## config.mk

```make
export PLATFORM = sky130hd
export DESIGN_NAME = kls_cell
export DESIGN_NICKNAME = d
export VERILOG_FILES = /design/src/design/kth_largest_select_core_macros.svh /design/src/design/kls_pkg.sv /design/src/design/kls_cell.sv
export SDC_FILE = /design/constraint.sdc
export NUM_CORES = 1
export LEC_CHECK = 0
export ABC_AREA = 1
export BUFFER_PORTS_ARGS = -buffer_cell sky130_fd_sc_hd__buf_2
export CORE_UTILIZATION = 35
export CTS_BUF_LIST = sky130_fd_sc_hd__clkbuf_4
export DETAILED_ROUTE_END_ITERATION = 6
export SLEW_MARGIN = 20
export SYNTH_ARGS = -nofsm -noshare
export SYNTH_HDL_FRONTEND = slang
export SYNTH_SLANG_ARGS = --single-unit
```

## constraint.sdc

```tcl
create_clock -name clock -period 4.91 [get_ports clock]
set_input_delay 0.982 -clock clock [delete_from_list [all_inputs] [get_ports clock]]
set_output_delay 0.982 -clock clock [all_outputs]
set_load 0.005 [all_outputs]
```

## src/design/kth_largest_select_core_macros.svh

```systemverilog
// ----------------------------------------------------------------------------
// kth_largest_select_core_macros
// assertion macros for the k-th largest selection core
// ----------------------------------------------------------------------------
`ifndef KTH_LARGEST_SELECT_CORE_MACROS_SVH
`define KTH_LARGEST_SELECT_CORE_MACROS_SVH

`ifndef SYNTHESIS

`define KLS_ASSERT(label, clk, rst, prop, msg) \
   label: assert property (@(posedge clk) disable iff (rst) prop) else $error(msg);

`define KLS_ASSERT_NEVER(label, clk, rst, expr, msg) \
   label: assert property (@(posedge clk) disable iff (rst) !(expr)) else $error(msg);

`else

`define KLS_ASSERT(label, clk, rst, prop, msg)

`define KLS_ASSERT_NEVER(label, clk, rst, expr, msg)

`endif

`endif

```

## src/design/kls_pkg.sv

```systemverilog
`timescale 1ns / 1ps
// ----------------------------------------------------------------------------
// kls_pkg
// shared types and constants of the k-th largest selection core
// ----------------------------------------------------------------------------
package kls_pkg;

   localparam int DATA_W           = 32;
   localparam int RANK_W           = 7;
   localparam int MAX_RANK_DEFAULT = 64;

   // what one cell hands to its right-hand neighbour
   typedef struct packed {
      logic                     keep;
      logic signed [DATA_W-1:0] value;
   } kls_link_type;

endpackage

```

## src/design/kls_cell.sv

```systemverilog
`timescale 1ns / 1ps
// ----------------------------------------------------------------------------
// kls_cell
// one slot of the sorted insertion row
// ----------------------------------------------------------------------------
module kls_cell
   import kls_pkg::*;
#(
   parameter int MAX_RANK = MAX_RANK_DEFAULT,
   parameter int INDEX    = 0
) (
   input  logic                              clock,
   input  logic                              load,
   input  logic signed [DATA_W-1:0]          x,
   input  logic [$clog2(MAX_RANK+1)-1:0]     cnt,
   input  kls_link_type                      left,
   output kls_link_type                      right
);

   localparam int CW = $clog2(MAX_RANK + 1);

   logic                     occupied;
   logic                     gt;
   logic signed [DATA_W-1:0] value_ff;
   logic signed [DATA_W-1:0] value_in;

   assign occupied = (CW'(INDEX) < cnt);
   // ties keep the older value in front
   assign gt       = occupied && (value_ff >= x);

   always_comb begin
      value_in = value_ff;
      if (!left.keep) begin
         value_in = left.value;
      end else if (!gt) begin
         value_in = x;
      end
   end

   always_ff @(posedge clock) begin
      if (load) begin
         value_ff <= value_in;
      end
   end

   assign right.keep  = gt;
   assign right.value = value_ff;

endmodule

```

==> results of run 1 <==
report_power, final:
part           internal [mW]  total (mW)  switching, mW
clock                 0.0660       0.155         0.0889
combinational         0.0834       0.181         0.0980
sequential             0.332       0.344         0.0118
per-stage QoR:
stage	cells	utilization	setup slack, ns	instance area [sq um]
after global placement	430	0.469	1.48	2810
after detailed placement	430	0.469	1.44	2810
final	438	0.478	1.47	2860
after floorplan	255	-	1.74	2210
after global routing	438	0.478	1.26	2860
after CTS	438	0.478	1.44	2860
cell families after synthesis:
kind of cell / count (synthesis) / synth area share
AOI/OAI and AO/OA: 51 / 0.119
DFF: 32 / 0.435
buffers and inverters: 50 / 0.0900
muxes: 1 / 0.00510
and+or+nand+nor: 89 / 0.169
adders and majority gates: 32 / 0.181
layout make-up:
cell class                 count  area share
clock buffer                   7      0.0183
clock inverter                 1     0.00131
inverter                      42      0.0550
multi-input combinational    173       0.367
sequential                    32       0.336
tap                           75      0.0328
timing repair buffer         108       0.190
critical path: stages:
cell	delay (ns)
buf_2	0.07
inv_1	0.05
ha_1	0.35
nand2_1	0.11
nor2_2	0.14
nand2_2	0.08
nor4_4	0.16
nand2_1	0.10
nand2_1	0.07
nand2_1	0.06
a31oi_1	0.14
buf_2	0.14
synth_stat cells:
cell type / number
o21ai_0: 2
o21a_1: 2
clkbuf_1: 6
a21o_1: 1
mux2_2: 1
inv_2: 1
a31oi_1: 1
nor2_1: 39
nor2_2: 1
nand2_1: 37
buf_4: 1
nor4_1: 1
ha_1: 32
nor3_1: 1
nand2_2: 1
nand4_1: 2
a21oi_1: 45
edfxtp_1: 32
inv_1: 41
buf_6: 1
nand3_1: 5
and2_0: 1
nor4_4: 1
cell usage in the layout, fill, tap and decap left out:
| master | n |
|---|---|
| buf_2 | 106 |
| a21oi_1 | 45 |
| inv_1 | 41 |
| nor2_1 | 39 |
| nand2_1 | 37 |
| ha_1 | 32 |
| edfxtp_1 | 32 |
| clkbuf_4 | 7 |
| nand3_1 | 5 |
| o21ai_0 | 2 |
| nand4_1 | 2 |
| o21a_1 | 2 |
| buf_4 | 2 |
| mux2_2 | 1 |
| inv_2 | 1 |
| a21o_1 | 1 |
| nor2_2 | 1 |
| nand2_2 | 1 |
| nor4_4 | 1 |
| nor4_1 | 1 |
| nor3_1 | 1 |
| and2_0 | 1 |
| a31oi_1 | 1 |
| clkinv_1 | 1 |
final timing paths:
check | start | to | cells after the start
max | x[31] | right[32] | 12
max reg2reg | value_ff[31] | value_ff[20] | 12
min reg2reg | value_ff[31] | value_ff[10] | 6
min | left[23] | value_ff[23] | 3
per-layer routing:
| metal | part of all wire | routed length [um] |
|---|---|---|
| met4 | 0.014 | 65 |
| met5 | 0 | 0 |
| met3 | 0.066 | 314 |
| met2 | 0.47 | 2260 |
| met1 | 0.45 | 2130 |
==> run metrics, run 1 <==
status=completed; fill count=625; Area Overhead vs Synth=29.6%; top flop regs=value_ff x32; clk sink count=32; skew final=0.00809 ns; maximum number of pins on one net before global-route repair=65; # nets final=468; Critical Path Sink Type=output pin; Setup CP Type=in -> out; vias per cell=4.51; Tot Pwr=0.681 mW; CTS tree=yes; root cell of the clock tree=clkbuf_4; CP Launch Type=primary input; io pins=107; Max Cap Violations=0; first-pass GRT wire length=~7600 um; FMAX=291 MHz; Hold Crit Class=in -> reg; Die H=around 81 um; setup TNS=0 ns; WL per Instance=10.9 um; Unique masters post-synth=23; Post-Syn Area per Cell=8.67 sq um; Final min period=around 3.4 ns; initial antenna violation count=0; RSZ-0062 raised after global routing=false; # diodes=0; Crit Path Max Fanout=4; gr usage total=0.152; drt pass-1 iters=4; vias in the first global route=1775; final WL=4770 um; Largest Register=value_ff; VDD IR-drop max=0.107 mV; post-CTS setup buffers=0; CTS Buffer Depth=2; register area=961 sq um; GRT overflow=0; Netlist Area Pre-Place=0.00221 sq mm; final worst path period share=0.700; proportion of layout cells with a drive suffix above 1=0.331; Initial Utilization=0.369; footprint of the multi-input gates=0.00105 sq mm; Yosys top cell by area=edfxtp_1; detailed placer's ending HPWL=3820 um; Leakage=around 1.5 nW; met2 usage=0.255; Worst EP arrival=2.45 ns; worst-case hold slack=0.956 ns; Cells after Synth=between 200 and 300; CTS resizes=0; met1 GRT Util=0.185; vias=1975; setup violators final=0; CTS buffer count=5; clk_lat worst skew=roughly 0.34 ns; busiest grt layer=met2; synth warn=0; ANT nets after route=0; final max-slew violation count=0; drt drc=0; Clock transition at path regs=0.10 ns; global routing usage on met3=0.0456; Slew @ Worst Pin=0.595 ns; initial drt markers=38; H-tree Lvls=2; die area=0.00663 sq mm; hold-fix buffer count after cts=0; R2R setup slack=2.18 ns; WP data required=between 3 and 4 ns; Final Hold Viols=0; Die X=81.5 um; I/O Buffers=106; most area-consuming cells after synthesis=edfxtp_1 (43%), ha_1 (18%), a21oi_1 (10%); Slew HR=0.603; # rows=28; Routability Congestion=between 0.6 and 0.7; syn nets=361; Largest register FFs=32; CORE AREA=around 0.0060 sq mm; power per cell area=238 mW/mm^2; sequential fraction of the synthesis area=0.435; Yosys top cell area share=0.435; flops & latches, synth=32
Power figures use the tool's default switching activity.
==> inputs of run 2 (changes only) <==
==> constraint.sdc (replaced) <==
create_clock -name clock -period 3.3 [get_ports clock]
set_input_delay 0.66 -clock clock [delete_from_list [all_inputs] [get_ports clock]]
set_output_delay 0.66 -clock clock [all_outputs]
set_load 0.005 [all_outputs]
==> run metrics, run 2 (synthesis results as in run 1) <==
Critical Path Sink Type=output pin; CORE AREA=0.00599 sq mm (unchanged); Final Hold Viols=0 (unchanged); vias per cell=4.56 (+1.1%); CTS Buffer Depth=2 (unchanged); Largest register FFs=32 (unchanged); Max Cap Violations=0 (unchanged); io pins=107 (unchanged); clk sink count=32 (unchanged); Die H=81.5 um (unchanged); Area Overhead vs Synth=30.3%; pre-CTS setup slack=0.476 ns (-0.962 ns); vias in the first global route=1759 (-0.90%); H-tree Lvls=2 (unchanged); Clock transition at path regs=0.10 ns (about the same); hold-fix buffer count after cts=0 (unchanged); initial antenna violation count=0 (unchanged); Finished Cell Area=0.00288 sq mm (+0.52%); R2R setup slack=0.86 ns (-1.32 ns); Setup CP Type=in -> out; Initial Utilization=0.369 (unchanged); CTS tree=yes; Crit Path Max Fanout=4 (unchanged); Die X=81.5 um (unchanged); ANT nets after route=0 (unchanged); CTS buffer count=5 (unchanged); Hold Crit Class=in -> reg; final worst path period share=0.840; WL per Instance=11.1 um (+1.8%); RSZ-0062 raised after global routing=false; setup violators final=0 (unchanged); gr usage total=0.154 (+0.00137); initial drt markers=37 (-2.6%); fin worst setup slack=0.529 ns (-0.945 ns); VDD IR-drop max=0.179 mV (+67%); fill count=626 (+0.16%); I/O Buffers=106 (unchanged); top flop regs=value_ff x32; CTS resizes=0 (unchanged); maximum number of pins on one net before global-route repair=36 (-45%); die area=0.00663 sq mm (unchanged); final max-slew violation count=0 (unchanged); commonest non-fill, non-tap cells in the layout=buf_2 (106), a21oi_1 (45), inv_1 (41); # rows=28 (unchanged); Final min period=approximately 2.8 ns; final WL=4880 um (+2.3%); CP Launch Type=primary input; Worst EP arrival=2.11 ns (-0.34 ns); root cell of the clock tree=clkbuf_4; skew final=0.00702 ns (-0.00107 ns); # nets final=470 (+0.43%); power per cell area=353 mW/mm^2 (+48%); vias=2005 (+1.5%); WP data required=2.64 ns (-1.29 ns); GRT overflow=0 (unchanged); # diodes=0 (unchanged); clk_lat worst skew=0.33 ns (about the same); setup TNS=0 ns (unchanged); detailed placer's ending HPWL=3980 um (+4.2%); first-pass GRT wire length=7660 um (+0.37%); Largest Register=value_ff; commonest non-fill, non-tap cell in the layout=buf_2; post-CTS setup buffers=0 (unchanged); drt pass-1 iters=4 (unchanged); status=completed; drt drc=0 (unchanged); Slew HR=0.661 (+0.0575); Leakage=1.51 nW (+0.66%); FMAX=361 MHz; proportion of layout cells with a drive suffix above 1=0.334 (+0.00367); Routability Congestion=0.716 (+2.8%); Slew @ Worst Pin=0.509 ns (-0.0863 ns); Placement Cell Area=0.00282 sq mm (+0.53%)
run 2: cell types whose count changed in the layout (fill, tap and decap cells not counted), sizes merged:
| cell | previous run | this run |
|---|---|---|
| buf | 108 | 110 |
run 2: cell type report:
class / count / area [sq um] / area share
multi-input combinational: 173 / 1050 / 0.365
clock inverter: 1 / 3.75 / 0.00130
inverter: 42 / 158 / 0.0548
timing repair buffer: 110 / 561 / 0.195
sequential: 32 / 961 / 0.334
clock buffer: 7 / 52.6 / 0.0183
tap: 75 / 93.8 / 0.0326
run 2: worst max-delay path: stages:
cell and delay (ns):
buf_2 0.07, inv_1 0.05, ha_1 0.34, nand2_1 0.10, nor2_2 0.14, nand2_2 0.08
nor4_4 0.15, nand2_1 0.10, nand2_1 0.06, nand2_1 0.06, a31oi_1 0.13, buf_2 0.15
run 2: report_power, final:
group	total (mW)	internal (mW)	switching, mW
sequential	0.512	0.494	0.0172
clock	0.229	0.0983	0.131
combinational	0.274	0.127	0.147
total	1.02	0.720	0.295
run 2: routing by layer:
layer	part of all wire	vias up	global-route usage
met2	0.48	58	0.258
li1	-	1068	-
met3	0.050	5	0.0267
met4	0.011	0	0.0643
met1	0.46	874	0.194
met5	0	-	0
run 2: per-stage QoR:
step	power (mW)	hold slack [ns]	cells	utilization
after floorplan	0.683	0.880	255	-
after global placement	0.794	0.974	432	0.471
after detailed placement	0.800	0.979	432	0.471
after CTS	1.03	0.621	440	0.481
after global routing	1.09	0.625	440	0.481
final	1.02	0.641	440	0.481
run 2: worst paths after layout:
kind	from	to	depth (start not counted)
setup reg to reg	value_ff[31]	value_ff[13]	12
hold reg to reg	value_ff[31]	value_ff[3]	6
hold / removal	left[21]	value_ff[21]	3
setup / recovery	x[31]	right[32]	12
==> inputs of run 3 (changes only) <==
==> constraint.sdc (replaced) <==
create_clock -name clock -period 2.59 [get_ports clock]
set_input_delay 0.518 -clock clock [delete_from_list [all_inputs] [get_ports clock]]
set_output_delay 0.518 -clock clock [all_outputs]
set_load 0.005 [all_outputs]
==> run metrics, run 3 (synthesis results as in run 1) <==
commonest non-fill, non-tap cell in the layout=buf_2; RSZ-0062 raised after global routing=true; drt pass-1 iters=4 (unchanged); first-pass GRT wire length=7830 um (+2.2%); root cell of the clock tree=clkbuf_4; clk sink count=32 (unchanged); maximum number of pins on one net before global-route repair=25 (-31%); Crit Path Max Fanout=4 (unchanged); Clock transition at path regs=0.10 ns (about the same); Leakage=1.54 nW (+1.9%); gr usage total=0.156 (+0.00194); # diodes=0 (unchanged); proportion of layout cells with a drive suffix above 1=0.366 (+0.0316); Finished Cell Area=0.00298 sq mm (+3.6%); clk_lat worst skew=0.33 ns (about the same); Slew HR=0.854 (+0.193); CP Launch Type=register; Core Util, Final=0.498 (+0.0171); vias in the first global route=1935 (+10%); fill count=615 (-1.8%); detailed placer's ending HPWL=4000 um (+0.49%); power per cell area=440 mW/mm^2 (+25%); final worst path period share=0.988; setup TNS=0 ns (unchanged); Largest register FFs=32 (unchanged); H-tree Lvls=2 (unchanged); Final Hold Viols=0 (unchanged); vias=2055 (+2.5%); WP data required=2.07 ns (-0.57 ns); CTS Buffer Depth=2 (unchanged); Placement Cell Area=0.00288 sq mm (+2.0%); FMAX=391 MHz; Setup CP Type=reg -> out; Initial Utilization=0.369 (unchanged); drt drc=0 (unchanged); initial drt markers=41 (+11%); commonest non-fill, non-tap cells in the layout=buf_2 (106), a21oi_1 (43), inv_1 (40); die area=0.00663 sq mm (unchanged); CTS tree=yes; ANT nets after route=0 (unchanged); Worst EP arrival=2.04 ns (-0.07 ns); fin worst setup slack=0.0310 ns (-0.498 ns); Die X=81.5 um (unchanged); final WL=4820 um (-1.1%); Hold Crit Class=in -> reg; Slew @ Worst Pin=0.217 ns (-0.291 ns); Final min period=2.56 ns; # rows=28 (unchanged); skew final=0.00861 ns (+0.00160 ns); CORE AREA=0.00599 sq mm (unchanged); WL per Instance=10.9 um (-2.0%); GRT overflow=0 (unchanged); top flop regs=value_ff x32; pre-CTS setup slack=0.0532 ns (-0.423 ns); Critical Path Sink Type=output pin; setup violators final=0 (unchanged); I/O Buffers=106 (unchanged); io pins=107 (unchanged); # nets final=475 (+1.1%); Area Overhead vs Synth=34.9%; hold-fix buffer count after cts=0 (unchanged); Largest Register=value_ff; final max-slew violation count=0 (unchanged); initial antenna violation count=0 (unchanged); CTS buffer count=5 (unchanged); Routability Congestion=0.735 (+2.7%); Max Cap Violations=0 (unchanged); VDD IR-drop max=0.226 mV (+26%); vias per cell=4.63 (+1.6%); status=completed; Die H=81.5 um (unchanged)
run 3: final timing paths:
path                              startpoint      endpoint  slack [ns]  cells past startpoint
worst max-delay path            value_ff[31]     right[32]        0.03                     10
worst max register to register  value_ff[31]  value_ff[18]        0.35                     13
worst min-delay path                left[26]  value_ff[26]        0.50                      3
worst min register to register  value_ff[31]  value_ff[31]        1.32                      7
run 3: per-stage QoR:
step / hold slack, ns / instances / power, mW
final: 0.497 / 444 / 1.31
after global routing: 0.461 / 444 / 1.42
after CTS: 0.473 / 443 / 1.33
after detailed placement: 0.836 / 434 / 1.04
after global placement: 0.831 / 434 / 1.03
after floorplan: 0.738 / 255 / 0.871
run 3: cell type report:
class,count,area [sq um],share of cell area
clock inverters,1,5.00,0.00168
inverters,42,161,0.0541
well taps,75,93.8,0.0315
clock buffers,6,45.0,0.0151
repair buffers,115,636,0.213
multi-input cells,173,1080,0.362
flip-flops and latches,32,961,0.322
run 3: critical path, cell delays in order (launching register included):
cell and delay, ns:
edfxtp_1 0.45, ha_4 0.32, nand2_2 0.06, nor2_2 0.11, nand2_2 0.09, nor4_4 0.16, nand2_1 0.11, nand2_1 0.06
nand2_1 0.06, a31oi_1 0.15, buf_2 0.15
run 3: routing by layer:
metal,track usage,wire (um)
met1,0.171,2060
met2,0.282,2350
met3,0.0456,350
met4,0.0571,63
met5,0,0
run 3: timing repair:
item	4_1_cts	5_1_grt
gates resized for setup	3	4
hold endpoints to repair	0	0
setup endpoints to repair	1	1
pin swaps	2	1
setup buffers	2	1
run 3: power breakdown:
part	switching, mW	total [mW]	internal [mW]
Combinational	0.196	0.383	0.187
Sequential	0.0232	0.653	0.630
Clock	0.164	0.275	0.110
Total	0.383	1.31	0.928
